### config.mk
export PLATFORM = sky130hd
export DESIGN_NAME = poc_divider
export DESIGN_NICKNAME = d
export VERILOG_FILES = /design/src/rtl/pairwise_order_concordance_macros.svh /design/src/rtl/poc_pkg.sv /design/src/rtl/poc_divider.sv
export SDC_FILE = /design/constraint.sdc
export NUM_CORES = 1
export LEC_CHECK = 0
export BUFFER_PORTS_ARGS = -buffer_cell sky130_fd_sc_hd__buf_2
export CAP_MARGIN = 10
export CORE_ASPECT_RATIO = 0.9
export CORE_MARGIN = 2
export CORE_UTILIZATION = 25
export CTS_CLUSTER_SIZE = 25
export DETAILED_ROUTE_END_ITERATION = 6
export PLACE_DENSITY = 0.46
export SETUP_SLACK_MARGIN = 0.15
export SYNTH_ARGS = -nofsm -noshare
export SYNTH_HDL_FRONTEND = slang
export SYNTH_SLANG_ARGS = --single-unit
### constraint.sdc
create_clock -name aclk -period 3.7 [get_ports aclk]
set_clock_uncertainty 0.05 [all_clocks]
set_input_delay 0.74 -clock aclk [delete_from_list [all_inputs] [get_ports aclk]]
set_output_delay 0.74 -clock aclk [all_outputs]
set_load 0.01 [all_outputs]
### src/rtl/pairwise_order_concordance_macros.svh
// ----------------------------------------------------------------------------
// pairwise order concordance assertion macros
// shared property wrappers, clocked on aclk and held off while aresetn is low
// ----------------------------------------------------------------------------
`ifndef PAIRWISE_ORDER_CONCORDANCE_MACROS_SVH
`define PAIRWISE_ORDER_CONCORDANCE_MACROS_SVH

// consequent must hold in the same cycle as the antecedent
`define POC_ASSERT_NOW(label, ante, cons) \
    label: assert property (@(posedge aclk) disable iff (!aresetn) (ante) |-> (cons)) \
        else $error("pairwise order concordance check failed");

// consequent must hold in the cycle after the antecedent
`define POC_ASSERT_NEXT(label, ante, cons) \
    label: assert property (@(posedge aclk) disable iff (!aresetn) (ante) |=> (cons)) \
        else $error("pairwise order concordance check failed");

`endif

### src/rtl/poc_pkg.sv
// ----------------------------------------------------------------------------
// poc_pkg
// shared field widths, stream widths and result status codes
// ----------------------------------------------------------------------------
package poc_pkg;

    // input field widths
    localparam int IN_VALUE_W = 32;
    localparam int S_DATA_W   = 2 * IN_VALUE_W;

    // result field widths
    localparam int Q_W       = 17;
    localparam int Q_FRAC_W  = 16;
    localparam int SCORE_W   = 12;
    localparam int PAIRS_W   = 11;
    localparam int STATUS_W  = 2;
    localparam int M_FIELD_W = Q_W + SCORE_W + PAIRS_W + STATUS_W;
    localparam int M_DATA_W  = ((M_FIELD_W + 7) / 8) * 8;

    // accuracy reported when no pair counts
    localparam logic [Q_W-1:0] Q16_ONE = Q_W'(1) << Q_FRAC_W;

    // result status codes
    typedef enum logic [STATUS_W-1:0] {
        STATUS_OK       = 2'd0,
        STATUS_NO_MASS  = 2'd1,
        STATUS_OVERFLOW = 2'd2
    } status_t;

endpackage

### src/rtl/poc_divider.sv
// ----------------------------------------------------------------------------
// poc_divider
// restoring divider, one quotient bit per cycle while busy, for the q16 accuracy
// ----------------------------------------------------------------------------
module poc_divider #(
    parameter int PAIR_W = 11
) (
    input  logic                   aclk,
    input  logic                   aresetn,
    input  logic                   start,
    input  logic [PAIR_W:0]        score,
    input  logic [PAIR_W-1:0]      pairs,
    output logic                   done,
    output logic [poc_pkg::Q_W-1:0] quot
);

    import poc_pkg::*;

    localparam int DW    = PAIR_W + Q_FRAC_W;
    localparam int CNT_W = $clog2(Q_W + 1);

    logic [DW-1:0]    rem_reg;
    logic [DW-1:0]    dsh_reg;
    logic [Q_W-1:0]   q_reg;
    logic [CNT_W-1:0] cnt_reg;
    logic             busy_reg;
    logic             done_reg;
    logic             ge;

    assign ge = (rem_reg >= dsh_reg);

    // control
    always_ff @(posedge aclk) begin
        if (!aresetn) begin
            busy_reg <= 1'b0;
            done_reg <= 1'b0;
        end else begin
            done_reg <= 1'b0;
            if (start) begin
                busy_reg <= 1'b1;
            end else if (busy_reg && cnt_reg == CNT_W'(1)) begin
                busy_reg <= 1'b0;
                done_reg <= 1'b1;
            end
        end
    end

    // datapath: dividend is score in halves scaled to q16 plus half the divisor
    always_ff @(posedge aclk) begin
        if (start) begin
            rem_reg <= {score, {(Q_FRAC_W - 1){1'b0}}} + DW'(pairs >> 1);
            dsh_reg <= {pairs, {Q_FRAC_W{1'b0}}};
            q_reg   <= '0;
            cnt_reg <= CNT_W'(Q_W);
        end else if (busy_reg) begin
            if (ge) begin
                rem_reg <= rem_reg - dsh_reg;
            end
            q_reg   <= {q_reg[Q_W-2:0], ge};
            dsh_reg <= dsh_reg >> 1;
            cnt_reg <= cnt_reg - 1'b1;
        end
    end

    assign done = done_reg;
    assign quot = q_reg;

endmodule

# [Yosys cells after proc, flatten, opt, wreduce, memory -nomap -nowiden]
# Cells that the tools add are included.
[word_totals] input_bits=26 regBits=78 output_inout_bits=18 wordCells=27
[op_classes] order_cmp=1 n_mux=8 n_addsub=3 n_eq_ne=1 n_bitwise=1 reduce_logical=6
[ops] cell="two-way mux 27 bit" n=5
[ops] cell="adder 27 x 10 -> 27 bit" n=1
[ops] cell=">= comparator 27 bit" n=1
[ops] cell="subtractor 27 bit" n=1
[ops] cell="nonzero test 2 bit" n=3
[ops] cell="equality test 5 x 1 -> 1 bit (second input constant)" n=1
[ops] cell="subtractor 5 x 1 -> 5 bit (second input constant)" n=1
[ops] cell="two-way mux 1 bit" n=3
[ops] cell="AND reduction 2 bit" n=1
[ops] cell="OR reduction 2 bit" n=1
[ops] cell="logical AND 1 bit" n=1
[ops] cell="inverter 1 bit" n=1

# [Longest topological paths before layout]
# Gate-level depths: netlist (run 1).
[logic_depth] depth_word=4 depth_mapped=9 mapped_depth_nobuf=9

# [Worst setup path before layout (run 1)]
# OpenSTA, ideal clock, no wires.
[synth_timing] kind="reg2reg" start="register rem_reg[15]" end="register rem_reg[0], enable pin" slack_ns=0.447 t_required_ns=3.235 arrival_ns=2.789 path_stages_with_launch=9 setup_ns=0.415 n_path_buf=1 path_cell_list="edfxtp_1 ha_1 buf_2 nand2_1 nor2_2 nand3_1 nor2_1 a21oi_1 o21ai_1"
[synth_between] elab_chain_cells=3
[synth_lines] element="from (decl)" line_no="poc_divider.sv:22" source="logic [DW-1:0] rem_reg;"
[synth_lines] element="from (signal assigned)" line_no="poc_divider.sv:51" source="rem_reg <= {score, {(Q_FRAC_W - 1){1'b0}}} + DW'(pairs >> 1);"
[synth_lines] element="from (signal assigned)" line_no="poc_divider.sv:57" source="rem_reg <= rem_reg - dsh_reg;"
[synth_lines] element=">= comparator 27 bit" line_no="poc_divider.sv:30" source="assign ge = (rem_reg >= dsh_reg);"
[synth_lines] element="nonzero test 2 bit (no line)"
[synth_lines] element="AND reduction 2 bit (no line)"
# Every way passes these cells.
# A chain may end at the register's enable or synchronous reset.

# [Worst setup path after layout (run 1)]
[layout_timing] start="register dsh_reg[15]" end="register rem_reg[5], enable pin"
[layout_between] elab_chain_cells=3
[layout_lines] element="from (decl)" line_no="poc_divider.sv:23" source="logic [DW-1:0] dsh_reg;"
[layout_lines] element="from (signal assigned)" line_no="poc_divider.sv:52" source="dsh_reg <= {pairs, {Q_FRAC_W{1'b0}}};"
[layout_lines] element="from (signal assigned)" line_no="poc_divider.sv:60" source="dsh_reg <= dsh_reg >> 1;"
[layout_lines] element=">= comparator 27 bit" line_no="poc_divider.sv:30"
[layout_lines] element="nonzero test 2 bit (no line)"
[layout_lines] element="AND reduction 2 bit (no line)"
# Every way passes these cells.

==> flow_metrics.py, run 1 <==
metrics = {
    "pwr": {
        "ir_drop_uv": 258,
        "power.density_nw_per_um2": 583,
        "power.total_uw": 3170,
        "p_leak_uw": 0.00219,
    },
    "timing": {
        "maxSlewViolCount": 0,
        "finalCriticalPeriod_ps": 2990,
        "max-slew-margin-rel": 0.256,
        "tightest_slew_ps": 1110,
        "finalSetupTns_ps": 0,
        "setup_violations": 0,
        "fmax_mhz": 334,
        "finalHoldViolCount": 0,
        "finalCritPeriodShare": 0.808,
        "rsz0062_at_grt": "false",
    },
    "layout": {
        "diodes": 0,
        "layout-drive-gt1-share": 0.174,
        "syn_to_final_growth_pct": 16.4,
        "nNetsFinal": 598,
    },
    "setup_path": {
        "critPathRequiredTime_ps": 3680,
        "cp_num_buf_inv": 2,
        "arrival_ps": 2970,
        "crit_fanout": 11,
        "cp_cell_sequence": "inv_1 -> ha_1 -> nand2_1 -> nor2_2 -> nand3_1 -> nor2_1 -> a21oi_1 -> o21ai_2 -> buf_4",
        "critPathTopFamily": "simple AND/OR/NAND/NOR gates",
        "critPathKind": "reg -> reg",
        "worstRegToRegCells": 9,
        "slowest_stage": "o21ai_2",
        "worst_path_largest_cell_delay_ps": 480,
        "crit_path_start_kind": "register",
        "worstSetupPathDepth": 9,
        "endpoint_kind": "register",
    },
    "yosys": {
        "synth.ff_latch_count": 78,
        "yosysTopAreaCell": "edfxtp_1",
        "synth_top_cell_area_share": 0.244,
        "synth_top_flop_cell": "dfxtp_1",
        "synth_edf_count": 38,
        "synth_cells": 506,
        "synth_area_leaders": "edfxtp_1, dfxtp_1, ha_1",
        "seq_area_frac_synth": 0.416,
        "netlist_area_um2": 4670,
        "synth_cell_types": 64,
        "yosysWarnings": 0,
        "async_flop_share": 0,
        "synth_area_per_cell_um2": 9.23,
        "syn_nets": 562,
    },
    "clocking": {
        "cts_setup_buffers": 0,
        "ctsResizeCount": 0,
        "clkLatencyLatePin_ps": 340,
        "cts_tree": "yes",
        "hold_buffers": 0,
        "cts_htree_levels": 3,
        "root_buffer": "clkbuf_16",
        "path_clk_slew_ps": 60,
        "cts_sinks": 78,
        "numCtsBuffers": 9,
        "cts_buffer_depth": 2,
    },
    "drt": {
        "drt_first_pass_iters": 7,
        "vias": 3724,
        "drc": 0,
        "finalWirelength_um": 11400,
        "vias_per_cell": 4.70,
        "postRouteAntennaNets": 0,
        "wl_per_cell_um": 14.4,
        "first_iter_violations": 247,
    },
    "floorplan": {
        "placementRows": 47,
        "dieArea_um2": 19800,
        "fp.coreArea_um2": 18300,
        "start_util": 0.254,
        "dieWidth_um": 148,
        "die_y_um": 134,
        "ios": 44,
    },
    "grt": {
        "grt_max_degree": 34,
        "grt_pass1_vias": 3591,
        "grt_overflow": 0,
        "grt_first_pass_wirelength_um": 18900,
        "antenna_found_initial": 0,
        "grt_usage": 0.121,
    },
    "place": {
        "port_buffers": 43,
        "gp_congestion": 0.849,
        "dp_hpwl_um": 8690,
    },
    "hold_path": {
        "min_path_cells": 2,
        "min_path_type": "reg -> reg",
    },
    "run_status": {
        "status": "finished clean",
    },
    "run": {
        "drv_cap": 0,
    },
}
==> layout by cell type (no fill, tap or decap), types with 6 or more instances in the layout <==
cell and count:
a21oi_2 6, a21o_1 6, nand4_1 9, clkbuf_16 10, buf_4 6, edfxtp_1 38, xor2_1 9, xnor2_1 8
o21ai_0 20, mux2i_1 32, buf_2 43, inv_1 35, ha_1 29, nand2_1 64, nor2_1 57, dfxtp_1 39
nor3_1 13, o21ai_1 7, a21oi_1 27
==> kinds of logic after synthesis <==
kind of cell,Yosys count,share of synthesized area
simple gates,175,0.168
compound gates,113,0.179
flops,78,0.416
buf+inv,59,0.0493
mux,34,0.0734
fa+ha+maj,30,0.0820
xor+xnor,17,0.0319
==> per-stage QoR <==
step / instance area [µm²] / setup slack (ps) / util / hold slack [ps] / instances
finish: 5440 / 710 / 0.296 / 442 / 792
global route: 5440 / 463 / 0.296 / 465 / 792
CTS: 5440 / 724 / 0.296 / 446 / 792
detailed placement: 5140 / 729 / 0.280 / 425 / 776
global placement: 5140 / 813 / 0.280 / 418 / 776
floorplan: 4670 / 447 / - / 408 / 506
==> final cells by class <==
| type | instances | area [µm²] |
|---|---|---|
| Sequential cell | 78 | 1940 |
| Timing Repair Buffer | 49 | 260 |
| Multi-Input combinational cell | 369 | 2500 |
| Clock inverter | 5 | 30.0 |
| Fill cell | 1970 | 12900 |
| Clock buffer | 11 | 264 |
| Tap cell | 245 | 307 |
| Inverter | 35 | 131 |
==> tightest hold or removal path: stages (launching register included) <==
cell and delay [ps]:
dfxtp_1 330, xnor2_1 80, nand2_1 50
==> final timing paths <==
path / start / to / slack, ps
max reg2reg: dsh_reg[15]$_SDFFE_PP0P_ / rem_reg[5]$_DFFE_PP_ / 710
min: cnt_reg[4]$_SDFFE_PP1P_ / cnt_reg[4]$_SDFFE_PP1P_ / 440
min reg2reg: cnt_reg[4]$_SDFFE_PP1P_ / cnt_reg[4]$_SDFFE_PP1P_ / 440
max: dsh_reg[15]$_SDFFE_PP0P_ / rem_reg[5]$_DFFE_PP_ / 710
==> metal layers <==
layer  wire length, µm  GRT usage  part of all wire
met1              5850      0.170              0.51
met2              4860      0.179              0.43
met4                94     0.0339            0.0082
met3               624     0.0380             0.055
met5                 0          0                 0
==> report_power, final <==
group	switching [µW]	internal, µW	total (µW)
Combinational	748	462	1210
Sequential	47.8	1040	1090
Clock	358	511	869
Total	1150	2020	3170
==> synth_stat cells (2+ instances only) <==
master	instances
a211oi_2	2
nor2_1	57
nand3_1	4
buf_1	5
inv_1	35
and2_1	5
xor2_1	9
ha_1	29
a21boi_1	2
mux2i_1	32
nand2b_1	3
o211a_1	2
nor2b_1	5
a21oi_1	27
edfxtp_1	38
clkbuf_1	12
a211oi_1	2
nand4_1	9
o31ai_2	3
nand2_1	64
buf_2	7
o21ai_2	2
a21o_1	6
nor4_1	3
o21a_1	4
nor2_2	3
a21oi_2	6
o22ai_1	2
a22o_1	2
dfxtp_1	40
xnor2_1	8
nor3_1	13
o31ai_1	3
o21ai_0	20
a2111oi_4	2
a31oi_1	4
o21ai_1	8
and4_1	2
Power figures use the tool's default switching activity.
==> inputs of run 2 (changes only) <==
--- a/config.mk
+++ b/config.mk
@@ -5,6 +5,7 @@
 export SDC_FILE = /design/constraint.sdc
 export NUM_CORES = 1
 export LEC_CHECK = 0
+export ABC_AREA = 1
 export BUFFER_PORTS_ARGS = -buffer_cell sky130_fd_sc_hd__buf_2
 export CAP_MARGIN = 10
 export CORE_ASPECT_RATIO = 0.9
==> constraint.sdc (replaced) <==
create_clock -name aclk -period 3 [get_ports aclk]
set_clock_uncertainty 0.05 [all_clocks]
set_input_delay 0.6 -clock aclk [delete_from_list [all_inputs] [get_ports aclk]]
set_output_delay 0.6 -clock aclk [all_outputs]
set_load 0.01 [all_outputs]
==> run 2 against run 1 <==
Against the previous run:
- sequential share of layout area fell by 2.3 points
- worst hold slack worse by 35 ps
- global-route usage is 2.3 points higher
- clock power increased by 31%
- critical path depth increased by 1
- critical endpoint is now rem_reg[3]$_DFFE_PP_
- combinational power up 13%
- area after synthesis increased by 6.0%
- design area rose by 6.8%
==> flow_metrics.py, run 2 <==
metrics = {
    "clocking": {
        "hold_buffers": 0,
        "root_buffer": "clkbuf_16",
        "cts_buffer_depth": 2,
        "ctsResizeCount": 0,
        "clkLatencyLatePin_ps": 350,
        "cts_tree": "yes",
        "cts_htree_levels": 3,
        "cts_sinks": 78,
        "cts_setup_buffers": 0,
        "numCtsBuffers": 9,
        "path_clk_slew_ps": 60,
    },
    "drt": {
        "first_iter_violations": 237,
        "postRouteAntennaNets": 0,
        "wl_per_cell_um": 14.2,
        "drc": 0,
        "finalWirelength_um": 14400,
        "vias": 4403,
        "drt_first_pass_iters": 5,
        "vias_per_cell": 4.36,
    },
    "layout": {
        "diodes": 0,
        "syn_to_final_growth_pct": 17.3,
        "final_cell_mix": "nand2_1, inv_1, buf_2",
        "design_area_um2": 5800,
        "fin_util": 0.301,
        "layout-drive-gt1-share": 0.128,
        "nNetsFinal": 811,
        "nFillCells": 2158,
        "mostFrequentLayoutCell": "nand2_1",
    },
    "floorplan": {
        "placementRows": 48,
        "dieArea_um2": 20900,
        "start_util": 0.257,
        "fp.coreArea_um2": 19300,
        "die_y_um": 137,
        "dieWidth_um": 152,
        "ios": 44,
    },
    "run": {
        "drv_cap": 0,
    },
    "grt": {
        "grt_first_pass_wirelength_um": 23100,
        "grt_max_degree": 37,
        "antenna_found_initial": 0,
        "grt_overflow": 0,
        "grt_usage": 0.144,
        "grt_pass1_vias": 4278,
    },
    "place": {
        "place_area_um2": 5490,
        "port_buffers": 43,
        "dp_hpwl_um": 11400,
        "gp_congestion": 0.898,
    },
    "timing": {
        "rsz0062_at_grt": "false",
        "fmax_mhz": 379,
        "maxSlewViolCount": 0,
        "setup_violations": 0,
        "tightest_slew_ps": 738,
        "max-slew-margin-rel": 0.507,
        "finalCriticalPeriod_ps": 2640,
        "finalSetupTns_ps": 0,
        "finalHoldViolCount": 0,
        "finalCritPeriodShare": 0.879,
    },
    "pwr": {
        "power.density_nw_per_um2": 654,
        "power.total_uw": 3800,
        "p_leak_uw": 0.00284,
        "ir_drop_uv": 242,
    },
    "yosys": {
        "async_flop_share": 0,
        "synth_top_cell_area_share": 0.231,
        "synth_cell_types": 31,
        "synth_edf_count": 38,
        "synth_area_leaders": "edfxtp_1, dfxtp_1, nand2_1",
        "yosysTopAreaCell": "edfxtp_1",
        "yosysWarnings": 0,
        "syn_nets": 762,
        "synth_cells": 706,
        "synth.ff_latch_count": 78,
        "seq_area_frac_synth": 0.393,
        "synth_top_flop_cell": "dfxtp_1",
        "synth_most_common_cell": "nand2_1",
        "netlist_area_um2": 4950,
        "synth_area_per_cell_um2": 7.01,
        "ys_top_cells_by_count": "nand2_1, inv_1, nand3_1",
    },
    "setup_path": {
        "arrival_ps": 2610,
        "endpoint_kind": "register",
        "crit_fanout": 18,
        "critPathKind": "reg -> reg",
        "worstRegToRegCells": 10,
        "crit_path_start_kind": "register",
        "critPathRequiredTime_ps": 2980,
    },
    "run_status": {
        "status": "finished clean",
    },
    "hold_path": {
        "min_path_cells": 2,
        "min_path_type": "reg -> reg",
    },
}
==> run 2: cell types whose count changed after synthesis, moves of 8 or more <==
cell	delta
xnor2_1	-8
xor2_1	-9
nand3_1	+37
o22ai_1	+36
nand2_1	+145
mux2i_1	-32
nor2_2	+9
nor2_1	-23
inv_1	+118
nand2_2	+11
nor3_1	-9
==> run 2: cell families (layout without fill, tap and decap cells) <==
| family | after synthesis | after routing | synth area share |
|---|---|---|---|
| adder cells (fa/ha/maj) | 30 | 30 | 0.0774 |
| flip-flops | 78 | 78 | 0.393 |
| AND/OR/NAND/NOR | 331 | 331 | 0.289 |
| buffers and inverters | 167 | 221 | 0.127 |
| AO/OA/AOI/OAI | 100 | 100 | 0.113 |
==> run 2: metal layers <==
metal | track usage | routed length [µm] | up-vias
met3 | 0.0315 | 507 | 14
met5 | 0 | 0 | -
met1 | 0.202 | 7470 | 1968
met4 | 0.0358 | 180 | 0
li1 | - | - | 2344
met2 | 0.225 | 6230 | 77
==> run 2: critical path, cell delays in order (launching register included) <==
cell and delay (ps):
edfxtp_1 390, ha_1 390, nand2_1 130, nor2_1 220, nand2_1 140, nor3_1 270
nand4_1 130, nand3_1 140, nand2_1 70, nand2_1 80, buf_4 310
==> run 2: where the power goes <==
group / leakage, µW / internal, µW / switching (µW)
clock network: 0.000155 / 669 / 471
registers: 0.000712 / 1250 / 35.9
logic: 0.00197 / 445 / 924
total: 0.00284 / 2360 / 1430
==> run 2: area by class of cell <==
type | count | area [µm²] | share of cell area
tap | 250 | 313 | 0.0539
inverter | 154 | 578 | 0.0996
multi-input combinational | 461 | 2370 | 0.409
timing repair buffer | 51 | 288 | 0.0496
clock buffer | 12 | 279 | 0.0481
sequential | 78 | 1940 | 0.335
clock inverter | 4 | 30.0 | 0.00517
==> run 2: worst paths after layout <==
path	startpoint	to	slack (ps)
worst max-delay path	rem_reg[18]$_DFFE_PP_	rem_reg[3]$_DFFE_PP_	360
worst min-delay path	quot[16]$_SDFFE_PP0P_	quot[16]$_SDFFE_PP0P_	410
worst max register to register	rem_reg[18]$_DFFE_PP_	rem_reg[3]$_DFFE_PP_	360
worst min register to register	quot[16]$_SDFFE_PP0P_	quot[16]$_SDFFE_PP0P_	410
==> run 2: per-stage QoR <==
| stage | setup slack (ps) | std cells | hold WS, ps |
|---|---|---|---|
| after global routing | 158 | 1010 | 425 |
| after CTS | 413 | 1010 | 415 |
| after floorplan | 585 | 706 | 382 |
| after global placement | 448 | 994 | 406 |
| after detailed placement | 459 | 994 | 398 |
| final | 362 | 1010 | 406 |
